$ cat config.mk
export PLATFORM = sky130hd
export DESIGN_NAME = state_variable_filter
export DESIGN_NICKNAME = d
export VERILOG_FILES = /design/src/design/svf_pkg.sv /design/src/design/svf_cfg.sv /design/src/design/svf_dp.sv /design/src/design/svf_ctrl.sv /design/src/design/state_variable_filter.sv
export VERILOG_INCLUDE_DIRS = /design/src /design/src/design
export SDC_FILE = /design/constraint.sdc
export NUM_CORES = 2
export LEC_CHECK = 0
export BUFFER_PORTS_ARGS = -buffer_cell sky130_fd_sc_hd__buf_2
export CORE_ASPECT_RATIO = 2
export CORE_UTILIZATION = 40
export CTS_BUF_LIST = sky130_fd_sc_hd__clkbuf_4 sky130_fd_sc_hd__clkbuf_8 sky130_fd_sc_hd__clkbuf_16
export CTS_CLUSTER_DIAMETER = 100
export CTS_CLUSTER_SIZE = 40
export DETAILED_ROUTE_END_ITERATION = 16
export MAX_ROUTING_LAYER = met4
export PLACE_DENSITY_LB_ADDON = 0.2
export SLEW_MARGIN = 20
export SYNTH_ARGS = -nofsm -noshare
export SYNTH_HDL_FRONTEND = slang
export SYNTH_SLANG_ARGS = --single-unit
$ cat constraint.sdc
create_clock -name clk_i -period 10.18 [get_ports clk_i]
set_input_delay 1.018 -clock clk_i [delete_from_list [all_inputs] [get_ports clk_i]]
set_output_delay 1.018 -clock clk_i [all_outputs]
set_load 0.02 [all_outputs]
$ cat src/design/assert_macros.svh
// ----------------------------------------------------------------------------
// assert_macros.svh
// Shared assertion macros for the state-variable filter checks.
// ----------------------------------------------------------------------------
`ifndef ASSERT_MACROS_SVH
`define ASSERT_MACROS_SVH

// Implication checked at every rising edge outside of reset.
`define SVF_ASSERT_IMPL(lbl, ante, cons, msg) \
  lbl: assert property (@(posedge clk_i) disable iff (!rst_ni) (ante) |-> (cons)) \
    else $error(msg);

// Consequent checked in the cycle after the antecedent.
`define SVF_ASSERT_NEXT(lbl, ante, cons, msg) \
  lbl: assert property (@(posedge clk_i) disable iff (!rst_ni) (ante) |=> (cons)) \
    else $error(msg);

`endif

$ cat src/design/svf_pkg.sv
// ----------------------------------------------------------------------------
// svf_pkg
// Shared widths, register indexes, reset values and control types.
// ----------------------------------------------------------------------------
package svf_pkg;

  localparam int COEF_W          = 15;
  localparam int MODE_W          = 3;
  localparam int SAMPLE_W        = 17;
  localparam int OUT_W           = 21;
  localparam int CFG_IDX_W       = 2;
  localparam int LOW_RANGE_BITS  = 20;
  localparam int BAND_RANGE_BITS = 18;

  localparam int STATE_FRAC_BITS_DEF = 8;
  localparam int COEF_FRAC_BITS_DEF  = 14;

  localparam logic [CFG_IDX_W-1:0] REG_FILTER_COEF = 2'd0;
  localparam logic [CFG_IDX_W-1:0] REG_DAMPING     = 2'd1;
  localparam logic [CFG_IDX_W-1:0] REG_MODE_SELECT = 2'd2;

  localparam logic [COEF_W-1:0] FILTER_COEF_RST = 15'd19661;
  localparam logic [COEF_W-1:0] DAMPING_RST     = 15'd16384;
  localparam logic [MODE_W-1:0] MODE_SELECT_RST = 3'd1;

  typedef enum logic [1:0] {
    MUL_F_BAND,
    MUL_Q_BAND,
    MUL_F_HIGH
  } mul_sel_e;

  typedef struct packed {
    logic     load;
    logic     mul_en;
    mul_sel_e mul_sel;
    logic     low_en;
    logic     high_en;
    logic     band_en;
    logic     out_en;
  } svf_cmd_t;

  typedef struct packed {
    logic gate_next;
  } svf_stat_t;

endpackage

$ cat src/design/svf_cfg.sv
// ----------------------------------------------------------------------------
// svf_cfg
// Configuration registers: frequency coefficient, damping and output mode.
// ----------------------------------------------------------------------------
module svf_cfg (
  input  logic                           clk_i,
  input  logic                           rst_ni,
  input  logic                           cfg_we_i,
  input  logic [svf_pkg::CFG_IDX_W-1:0]  cfg_idx_i,
  input  logic [svf_pkg::COEF_W-1:0]     cfg_wdata_i,
  output logic [svf_pkg::COEF_W-1:0]     filter_coef_o,
  output logic [svf_pkg::COEF_W-1:0]     damping_o,
  output logic [svf_pkg::MODE_W-1:0]     mode_select_o
);
  import svf_pkg::*;

  logic [COEF_W-1:0] filter_coef_q;
  logic [COEF_W-1:0] damping_q;
  logic [MODE_W-1:0] mode_select_q;

  always_ff @(posedge clk_i or negedge rst_ni) begin
    if (!rst_ni) begin
      filter_coef_q <= FILTER_COEF_RST;
      damping_q     <= DAMPING_RST;
      mode_select_q <= MODE_SELECT_RST;
    end else if (cfg_we_i) begin
      unique case (cfg_idx_i)
        REG_FILTER_COEF: filter_coef_q <= cfg_wdata_i;
        REG_DAMPING:     damping_q     <= cfg_wdata_i;
        REG_MODE_SELECT: mode_select_q <= cfg_wdata_i[MODE_W-1:0];
        default: begin
        end
      endcase
    end
  end

  assign filter_coef_o = filter_coef_q;
  assign damping_o     = damping_q;
  assign mode_select_o = mode_select_q;

endmodule

$ cat src/design/svf_dp.sv
// ----------------------------------------------------------------------------
// svf_dp
// Filter datapath: state registers, one shared multiplier with a registered
// product, rounding, saturation, block gate and the output register.
// ----------------------------------------------------------------------------
module svf_dp #(
  parameter int STATE_FRAC_BITS = svf_pkg::STATE_FRAC_BITS_DEF,
  parameter int COEF_FRAC_BITS  = svf_pkg::COEF_FRAC_BITS_DEF
) (
  input  logic                                clk_i,
  input  logic                                rst_ni,
  input  svf_pkg::svf_cmd_t                   cmd_i,
  output svf_pkg::svf_stat_t                  stat_o,
  input  logic signed [svf_pkg::SAMPLE_W-1:0] sample_i,
  input  logic                                block_start_i,
  input  logic                                routed_i,
  input  logic [svf_pkg::COEF_W-1:0]          filter_coef_i,
  input  logic [svf_pkg::COEF_W-1:0]          damping_i,
  input  logic [svf_pkg::MODE_W-1:0]          mode_select_i,
  output logic signed [svf_pkg::OUT_W-1:0]    filtered_o
);
  import svf_pkg::*;

  localparam int S      = STATE_FRAC_BITS;
  localparam int C      = COEF_FRAC_BITS;
  localparam int LOW_W  = LOW_RANGE_BITS + 1 + S;
  localparam int BAND_W = BAND_RANGE_BITS + 1 + S;
  localparam int QB_W   = COEF_W + BAND_RANGE_BITS + 1 - C;
  localparam int HIGH_W = ((QB_W > LOW_RANGE_BITS + 1) ? QB_W : LOW_RANGE_BITS + 1) + S + 2;
  localparam int MA_W   = COEF_W + 1;
  localparam int PROD_W = HIGH_W + MA_W;
  localparam int EXT_W  = PROD_W + 1;
  localparam int SUM_W  = HIGH_W + 2;

  localparam logic signed [EXT_W-1:0] LOW_HI  = (EXT_W'(1) << (LOW_RANGE_BITS + S)) - EXT_W'(1);
  localparam logic signed [EXT_W-1:0] LOW_LO  = -(EXT_W'(1) << (LOW_RANGE_BITS + S));
  localparam logic signed [EXT_W-1:0] BAND_HI = (EXT_W'(1) << (BAND_RANGE_BITS + S)) - EXT_W'(1);
  localparam logic signed [EXT_W-1:0] BAND_LO = -(EXT_W'(1) << (BAND_RANGE_BITS + S));
  localparam logic signed [EXT_W-1:0] RING_HI = EXT_W'(1) << S;
  localparam logic signed [EXT_W-1:0] RING_LO = -(EXT_W'(1) << S);
  localparam logic signed [SUM_W-1:0] OUT_HI  = (SUM_W'(1) << (OUT_W - 1)) - SUM_W'(1);
  localparam logic signed [SUM_W-1:0] OUT_LO  = -(SUM_W'(1) << (OUT_W - 1));

  logic signed [LOW_W-1:0]    low_q;
  logic signed [BAND_W-1:0]   band_q;
  logic                       run_gate_q;
  logic signed [HIGH_W-1:0]   high_q;
  logic signed [PROD_W-1:0]   prod_q;
  logic signed [SAMPLE_W-1:0] x_q;
  logic signed [OUT_W-1:0]    out_q;

  logic signed [MA_W-1:0]   mul_a;
  logic signed [HIGH_W-1:0] mul_b;
  logic signed [PROD_W-1:0] prod_d;
  logic signed [EXT_W-1:0]  prod_bias;
  logic signed [EXT_W-1:0]  prod_rnd;
  logic signed [EXT_W-1:0]  low_sum;
  logic signed [EXT_W-1:0]  band_sum;
  logic signed [EXT_W-1:0]  high_d;
  logic signed [LOW_W-1:0]  low_d;
  logic signed [BAND_W-1:0] band_d;
  logic signed [EXT_W-1:0]  low_ext;
  logic signed [EXT_W-1:0]  band_ext;
  logic                     ringing;
  logic                     gate_d;
  logic signed [SUM_W-1:0]  mix;
  logic signed [SUM_W-1:0]  mix_bias;
  logic signed [SUM_W-1:0]  mix_rnd;
  logic signed [SUM_W-1:0]  mix_sat;

  always_comb begin
    unique case (cmd_i.mul_sel)
      MUL_F_BAND: begin
        mul_a = $signed({1'b0, filter_coef_i});
        mul_b = HIGH_W'(band_q);
      end
      MUL_Q_BAND: begin
        mul_a = $signed({1'b0, damping_i});
        mul_b = HIGH_W'(band_q);
      end
      MUL_F_HIGH: begin
        mul_a = $signed({1'b0, filter_coef_i});
        mul_b = high_q;
      end
      default: begin
        mul_a = '0;
        mul_b = '0;
      end
    endcase
  end

  assign prod_d    = mul_a * mul_b;
  assign prod_bias = EXT_W'(prod_q) + (EXT_W'(1) << (C - 1));
  assign prod_rnd  = prod_bias >>> C;

  assign low_ext  = EXT_W'(low_q);
  assign band_ext = EXT_W'(band_q);
  assign low_sum  = low_ext + prod_rnd;
  assign band_sum = band_ext + prod_rnd;
  assign high_d   = (EXT_W'(x_q) <<< S) - low_ext - prod_rnd;

  always_comb begin
    priority if (low_sum > LOW_HI) begin
      low_d = LOW_W'(LOW_HI);
    end else if (low_sum < LOW_LO) begin
      low_d = LOW_W'(LOW_LO);
    end else begin
      low_d = LOW_W'(low_sum);
    end
  end

  always_comb begin
    priority if (band_sum > BAND_HI) begin
      band_d = BAND_W'(BAND_HI);
    end else if (band_sum < BAND_LO) begin
      band_d = BAND_W'(BAND_LO);
    end else begin
      band_d = BAND_W'(band_sum);
    end
  end

  assign ringing = (band_ext > RING_HI) || (band_ext < RING_LO) ||
                   (low_ext > RING_HI) || (low_ext < RING_LO);
  assign gate_d  = block_start_i ? ((mode_select_i != '0) && (routed_i || ringing))
                                 : run_gate_q;
  assign stat_o.gate_next = gate_d;

  always_comb begin
    mix = '0;
    if (mode_select_i[0]) begin
      mix = mix + SUM_W'(low_q);
    end
    if (mode_select_i[1]) begin
      mix = mix + SUM_W'(band_q);
    end
    if (mode_select_i[2]) begin
      mix = mix + SUM_W'(high_q);
    end
  end

  assign mix_bias = mix + (SUM_W'(1) << (S - 1));
  assign mix_rnd  = mix_bias >>> S;

  always_comb begin
    priority if (mix_rnd > OUT_HI) begin
      mix_sat = OUT_HI;
    end else if (mix_rnd < OUT_LO) begin
      mix_sat = OUT_LO;
    end else begin
      mix_sat = mix_rnd;
    end
  end

  always_ff @(posedge clk_i or negedge rst_ni) begin
    if (!rst_ni) begin
      low_q      <= '0;
      band_q     <= '0;
      run_gate_q <= 1'b0;
    end else begin
      if (cmd_i.load) begin
        run_gate_q <= gate_d;
      end
      if (cmd_i.low_en) begin
        low_q <= low_d;
      end
      if (cmd_i.band_en) begin
        band_q <= band_d;
      end
    end
  end

  always_ff @(posedge clk_i) begin
    if (cmd_i.load) begin
      x_q <= sample_i;
    end
    if (cmd_i.mul_en) begin
      prod_q <= prod_d;
    end
    if (cmd_i.high_en) begin
      high_q <= HIGH_W'(high_d);
    end
    if (cmd_i.out_en) begin
      out_q <= run_gate_q ? OUT_W'(mix_sat) : '0;
    end
  end

  assign filtered_o = out_q;

  `include "assert_macros.svh"

  `SVF_ASSERT_NEXT(a_gate_off_holds, !run_gate_q && !cmd_i.load, $stable(low_q) && $stable(band_q), "Filter state changed while the gate is off.")
  `SVF_ASSERT_IMPL(a_update_needs_gate, cmd_i.low_en || cmd_i.band_en || cmd_i.high_en, run_gate_q, "State update issued while the gate is off.")

endmodule

$ cat src/design/svf_ctrl.sv
// ----------------------------------------------------------------------------
// svf_ctrl
// Controller: accepts a request, sequences the shared multiplier through the
// low, high and band updates and owns the output valid flag.
// ----------------------------------------------------------------------------
module svf_ctrl (
  input  logic               clk_i,
  input  logic               rst_ni,
  input  logic               in_valid_i,
  output logic               in_ready_o,
  output logic               out_valid_o,
  input  logic               out_ready_i,
  output svf_pkg::svf_cmd_t  cmd_o,
  input  svf_pkg::svf_stat_t stat_i
);
  import svf_pkg::*;

  typedef enum logic [2:0] {
    ST_IDLE,
    ST_MUL_FB,
    ST_LOW,
    ST_HIGH,
    ST_MUL_FH,
    ST_BAND,
    ST_OUT
  } state_e;

  state_e state_q, state_d;
  logic   out_valid_q, out_valid_d;
  logic   accept;
  logic   out_free;

  assign in_ready_o = (state_q == ST_IDLE);
  assign accept     = in_valid_i && in_ready_o;
  assign out_free   = !out_valid_q || out_ready_i;

  always_comb begin
    state_d       = state_q;
    cmd_o         = '0;
    cmd_o.mul_sel = MUL_F_BAND;
    unique case (state_q)
      ST_IDLE: begin
        if (accept) begin
          cmd_o.load = 1'b1;
          state_d    = stat_i.gate_next ? ST_MUL_FB : ST_OUT;
        end
      end
      ST_MUL_FB: begin
        cmd_o.mul_en  = 1'b1;
        cmd_o.mul_sel = MUL_F_BAND;
        state_d       = ST_LOW;
      end
      ST_LOW: begin
        cmd_o.low_en  = 1'b1;
        cmd_o.mul_en  = 1'b1;
        cmd_o.mul_sel = MUL_Q_BAND;
        state_d       = ST_HIGH;
      end
      ST_HIGH: begin
        cmd_o.high_en = 1'b1;
        state_d       = ST_MUL_FH;
      end
      ST_MUL_FH: begin
        cmd_o.mul_en  = 1'b1;
        cmd_o.mul_sel = MUL_F_HIGH;
        state_d       = ST_BAND;
      end
      ST_BAND: begin
        cmd_o.band_en = 1'b1;
        state_d       = ST_OUT;
      end
      ST_OUT: begin
        if (out_free) begin
          cmd_o.out_en = 1'b1;
          state_d      = ST_IDLE;
        end
      end
      default: begin
        state_d = ST_IDLE;
      end
    endcase
  end

  always_comb begin
    out_valid_d = out_valid_q && !out_ready_i;
    if (cmd_o.out_en) begin
      out_valid_d = 1'b1;
    end
  end

  always_ff @(posedge clk_i or negedge rst_ni) begin
    if (!rst_ni) begin
      state_q     <= ST_IDLE;
      out_valid_q <= 1'b0;
    end else begin
      state_q     <= state_d;
      out_valid_q <= out_valid_d;
    end
  end

  assign out_valid_o = out_valid_q;

  `include "assert_macros.svh"

  `SVF_ASSERT_IMPL(a_out_load_free, cmd_o.out_en, !out_valid_q || out_ready_i, "Output register overwritten before its request was taken.")
  `SVF_ASSERT_NEXT(a_gated_skip, accept && !stat_i.gate_next, state_q == ST_OUT, "Gated-off request did not go straight to the output.")

endmodule

$ cat src/design/state_variable_filter.sv
// A running sample passes from idle through the multiply, low, high, multiply, band
// and output states, the single shared multiplier serving three dependent products in
// turn; a gated-off sample goes straight to output. New samples are taken only in idle.
// A finished result waits in the output register while the next sample is taken.
// Reset (async, active low) clears both filter states and the gate and loads
// the register defaults; no clearing pass is needed.
// ----------------------------------------------------------------------------
// state_variable_filter
// Chamberlin state-variable filter with low, band and high outputs mixed by
// mode, a per-block run gate and a directly configured coefficient and damping.
// ----------------------------------------------------------------------------
module state_variable_filter #(
  parameter int STATE_FRAC_BITS = svf_pkg::STATE_FRAC_BITS_DEF,
  parameter int COEF_FRAC_BITS  = svf_pkg::COEF_FRAC_BITS_DEF
) (
  input  logic                                clk_i,
  input  logic                                rst_ni,
  input  logic                                in_valid_i,
  output logic                                in_ready_o,
  input  logic signed [svf_pkg::SAMPLE_W-1:0] sample_i,
  input  logic                                block_start_i,
  input  logic                                routed_i,
  output logic                                out_valid_o,
  input  logic                                out_ready_i,
  output logic signed [svf_pkg::OUT_W-1:0]    filtered_o,
  input  logic                                cfg_we_i,
  input  logic [svf_pkg::CFG_IDX_W-1:0]       cfg_idx_i,
  input  logic [svf_pkg::COEF_W-1:0]          cfg_wdata_i
);
  import svf_pkg::*;

  svf_cmd_t          cmd;
  svf_stat_t         stat;
  logic [COEF_W-1:0] filter_coef;
  logic [COEF_W-1:0] damping;
  logic [MODE_W-1:0] mode_select;

  svf_cfg u_cfg (
    .clk_i         (clk_i),
    .rst_ni        (rst_ni),
    .cfg_we_i      (cfg_we_i),
    .cfg_idx_i     (cfg_idx_i),
    .cfg_wdata_i   (cfg_wdata_i),
    .filter_coef_o (filter_coef),
    .damping_o     (damping),
    .mode_select_o (mode_select)
  );

  svf_ctrl u_ctrl (
    .clk_i       (clk_i),
    .rst_ni      (rst_ni),
    .in_valid_i  (in_valid_i),
    .in_ready_o  (in_ready_o),
    .out_valid_o (out_valid_o),
    .out_ready_i (out_ready_i),
    .cmd_o       (cmd),
    .stat_i      (stat)
  );

  svf_dp #(
    .STATE_FRAC_BITS (STATE_FRAC_BITS),
    .COEF_FRAC_BITS  (COEF_FRAC_BITS)
  ) u_dp (
    .clk_i         (clk_i),
    .rst_ni        (rst_ni),
    .cmd_i         (cmd),
    .stat_o        (stat),
    .sample_i      (sample_i),
    .block_start_i (block_start_i),
    .routed_i      (routed_i),
    .filter_coef_i (filter_coef),
    .damping_i     (damping),
    .mode_select_i (mode_select),
    .filtered_o    (filtered_o)
  );

endmodule
==> run_summary.xml <==
<?xml version="1.0" encoding="UTF-8"?>
<metrics>
  <group name="floorplan">
    <metric name="core.rowCount" unit="">152</metric>
    <metric name="design.die.area" unit="um^2">87900</metric>
    <metric name="die_w" unit="um">210</metric>
    <metric name="placeableCoreArea" unit="um^2">85800</metric>
    <metric name="io-pin-count" unit="">64</metric>
    <metric name="die-height" unit="um">418</metric>
    <metric name="start_util" unit="">0.404</metric>
  </group>
  <group name="drt">
    <metric name="drc_errors" unit="">0</metric>
    <metric name="avgRoutedWirePerCell" unit="um">22.5</metric>
    <metric name="route.antenna.remaining_nets" unit="">0</metric>
    <metric name="first_iter_violations" unit="">1626</metric>
    <metric name="vias" unit="">29200</metric>
    <metric name="first_pass_iters" unit="">5</metric>
    <metric name="via_per_inst" unit="">5.62</metric>
    <metric name="postRouteWirelength" unit="mm">117</metric>
  </group>
  <group name="yosys">
    <metric name="post_synth_main_area_contributors" unit="">fa_1, ha_1, edfxtp_1</metric>
    <metric name="netlist.top_cell.by_area" unit="">fa_1</metric>
    <metric name="synth_flop_cell" unit="">edfxtp_1</metric>
    <metric name="postSynthRegisterBits" unit="">197</metric>
    <metric name="synth_area" unit="um^2">34700</metric>
    <metric name="asyncSetResetFlopFracSynth" unit="">0.477</metric>
    <metric name="synthesis.area_per_instance" unit="um^2">8.61</metric>
    <metric name="post-synth-top-area-fraction" unit="">0.256</metric>
    <metric name="syn_nets" unit="">4792</metric>
    <metric name="synth_seq_area_share" unit="">0.157</metric>
    <metric name="synth-edff-count" unit="">103</metric>
    <metric name="synth.yosys.warnings" unit="">0</metric>
    <metric name="netlist_instances" unit="">4028</metric>
    <metric name="synthDistinctLibCells" unit="">96</metric>
  </group>
  <group name="clocking">
    <metric name="post_cts_hold_buffer_count" unit="">0</metric>
    <metric name="clk_pin_slew" unit="ns">0.08</metric>
    <metric name="root_buffer" unit="">clkbuf_16</metric>
    <metric name="clock_sink_count" unit="">197</metric>
    <metric name="htree_num_levels" unit="">4</metric>
    <metric name="clock_latency" unit="ns">0.51</metric>
    <metric name="max-clock-path-buffers" unit="">2</metric>
    <metric name="post_cts.repair.setup_buffers" unit="">0</metric>
    <metric name="tritoncts_clock_tree" unit="">done</metric>
    <metric name="tritoncts.num_buffers" unit="">17</metric>
    <metric name="cts.repair.resized" unit="">0</metric>
  </group>
  <group name="sta">
    <metric name="fin_tns_setup" unit="ns">0</metric>
    <metric name="holdWs" unit="ns">0.336</metric>
    <metric name="final-max-slew-violation-count" unit="">0</metric>
    <metric name="worst_slew_margin_rel" unit="">0.259</metric>
    <metric name="post-route-worst-setup-slack" unit="ns">0.887</metric>
    <metric name="achievable-frequency" unit="MHz">108</metric>
    <metric name="setup_viol" unit="">0</metric>
    <metric name="final-hold-violation-count" unit="">0</metric>
    <metric name="rsz_0062_raised_after_global_routing" unit="">false</metric>
    <metric name="timing.final.crit_period" unit="ns">9.29</metric>
    <metric name="layout_worst_path_cycle_share" unit="">0.913</metric>
    <metric name="slew_at_the_pin_with_the_worst_max_slew_slack" unit="ns">1.08</metric>
    <metric name="skew" unit="ns">0.0231</metric>
  </group>
  <group name="worst_setup_path">
    <metric name="timing.critical_path.required" unit="ns">10.42</metric>
    <metric name="data_arrival_time_of_the_critical_path" unit="ns">9.53</metric>
    <metric name="start_kind" unit="">flip-flop</metric>
    <metric name="path_max_fanout" unit="">30</metric>
    <metric name="timing.critical_path.to_type" unit="">flip-flop</metric>
    <metric name="timing_worst_setup_path_type" unit="">reg2reg</metric>
    <metric name="worstRegToRegCells" unit="">26</metric>
  </group>
  <group name="min_path">
    <metric name="holdCritPathClass" unit="">in2async</metric>
  </group>
  <group name="grt">
    <metric name="grt_pass1_vias" unit="">30900</metric>
    <metric name="grt_pass1_wl" unit="mm">178</metric>
    <metric name="gr-usage-all-layers" unit="">0.280</metric>
    <metric name="grt_antenna_before_repair" unit="">1</metric>
    <metric name="grt_max_degree" unit="">67</metric>
    <metric name="globalRouteOverflowTotal" unit="">0</metric>
  </group>
  <group name="placed_design">
    <metric name="buffer_ports.inserted" unit="">63</metric>
    <metric name="dpl_cell_area" unit="um^2">36400</metric>
    <metric name="pre_cts_slack" unit="ns">0.816</metric>
    <metric name="detailed_place_hpwl" unit="mm">98.5</metric>
    <metric name="gp_routability_congestion" unit="">0.961</metric>
  </group>
  <group name="layout">
    <metric name="layout-drive-gt1-share" unit="">0.0714</metric>
    <metric name="antenna_cells" unit="">0</metric>
    <metric name="ff_latch_area" unit="um^2">5460</metric>
    <metric name="num-fill-cells" unit="">8588</metric>
    <metric name="multiInputGateArea" unit="um^2">26500</metric>
    <metric name="fin_area" unit="um^2">37100</metric>
    <metric name="layout-area-overhead-vs-synth" unit="%">6.87</metric>
    <metric name="fin_nets" unit="">4797</metric>
  </group>
  <group name="run_status">
    <metric name="run_status" unit="">finished, final reports clean</metric>
  </group>
  <group name="flow_run">
    <metric name="max_cap_viol_count" unit="">0</metric>
  </group>
</metrics>
sequential cells by signal, indices dropped and copies added, names as in the netlist:
| register | flops |
|---|---|
| u_cfg.damping_o | 15 |
| u_cfg.filter_coef_o | 15 |
| u_cfg.mode_select_o | 3 |
| u_ctrl.out_valid_o | 1 |
| u_ctrl.state_q | 3 |
| u_dp.band_q | 27 |
| u_dp.filtered_o | 21 |
| u_dp.high_q | 31 |
| u_dp.low_q | 29 |
| u_dp.prod_q | 34 |
| u_dp.run_gate_q | 1 |
| u_dp.x_q | 17 |
per-layer routing:
layer | global-route usage | routed length (um) | vias up
li1 | - | - | 13400
met1 | 0.263 | 39200 | 14700
met2 | 0.535 | 65300 | 823
met3 | 0.0230 | 3700 | 317
met4 | 0.188 | 8820 | 0
met5 | - | 0 | -
kinds of logic (layout without fill, tap and decap cells):
logic type	Yosys count	after routing	synth area share
adder cells (fa/ha/maj)	725	725	0.358
AO/OA/AOI/OAI	765	765	0.145
multiplexers	103	103	0.0320
XOR/XNOR	234	234	0.0595
flip-flops	197	197	0.157
AND/OR/NAND/NOR	1280	1280	0.168
buffers and inverters	724	742	0.0801
cells in the final DEF (no fill, tap or decap), types with 46 or more instances in the layout:
cell type,synthesis,routed
a21o_1,92,92
a21oi_1,242,242
buf_2,18,62
buf_4,8,66
dfrtp_1,84,82
edfxtp_1,103,103
fa_1,444,444
ha_1,279,279
inv_1,579,579
mux2_2,62,62
nand2_1,499,498
nand3_1,72,72
nor2_1,375,374
nor3_1,47,46
o21ai_0,112,110
xnor2_1,148,148
xor2_1,85,85
worst max-delay path, cell delays in order (launching register included):
cell,delay (ns)
dfrtp_1,0.60
nor3b_2,0.31
buf_12,0.26
nand2_1,0.08
nand2_1,0.63
nand2_1,0.25
fa_1,0.55
fa_1,0.49
inv_1,0.06
fa_1,0.50
fa_1,0.53
fa_1,0.54
fa_1,0.50
ha_1,0.37
a21o_1,0.20
a21o_1,0.19
a2111oi_0,0.39
o21a_1,0.40
o21ai_0,0.24
a21o_1,0.28
a31o_2,0.28
o41ai_1,0.57
o31ai_1,0.23
o21a_1,0.22
o21a_1,0.18
nor2_1,0.11
xnor2_1,0.07
per-stage QoR:
step,utilization,cells
finish,0.432,5201
global route,0.432,5201
CTS,0.432,5201
detailed placement,0.425,5169
global placement,0.425,5169
floorplan,-,4028
Yosys cell counts, types with 72 or more instances:
cell	instances
xor2_1	85
nand2_1	499
fa_1	444
a21o_1	92
xnor2_1	148
nand3_1	72
ha_1	279
inv_1	579
clkbuf_1	99
dfrtp_1	84
nor2_1	375
o21ai_0	112
a21oi_1	242
edfxtp_1	103
final timing paths:
kind	startpoint	endpoint	slack, ns
min in group clk_i	u_cfg.filter_coef_o[8]	u_cfg.filter_coef_o[8]	0.52
setup / recovery	u_ctrl.state_q[1]	u_dp.prod_q[46]	0.89
hold / removal	rst_ni	u_dp.low_q[28]	0.34
hold reg to reg	u_cfg.filter_coef_o[8]	u_cfg.filter_coef_o[8]	0.52
setup reg to reg	u_ctrl.state_q[1]	u_dp.prod_q[46]	0.89
max in group asynchronous	rst_ni	u_cfg.mode_select_o[1]	8.20
area by class of cell:
type | count | share of cell area
repair buffers | 130 | 0.0228
inverters | 580 | 0.0588
flip-flops and latches | 197 | 0.147
clock buffers | 19 | 0.0128
multi-input cells | 3107 | 0.716
well taps | 1155 | 0.0390
clock inverters | 13 | 0.00348
Power is not shown: default switching activity piles up to over one toggle a cycle in this logic, so the estimate is an artifact.
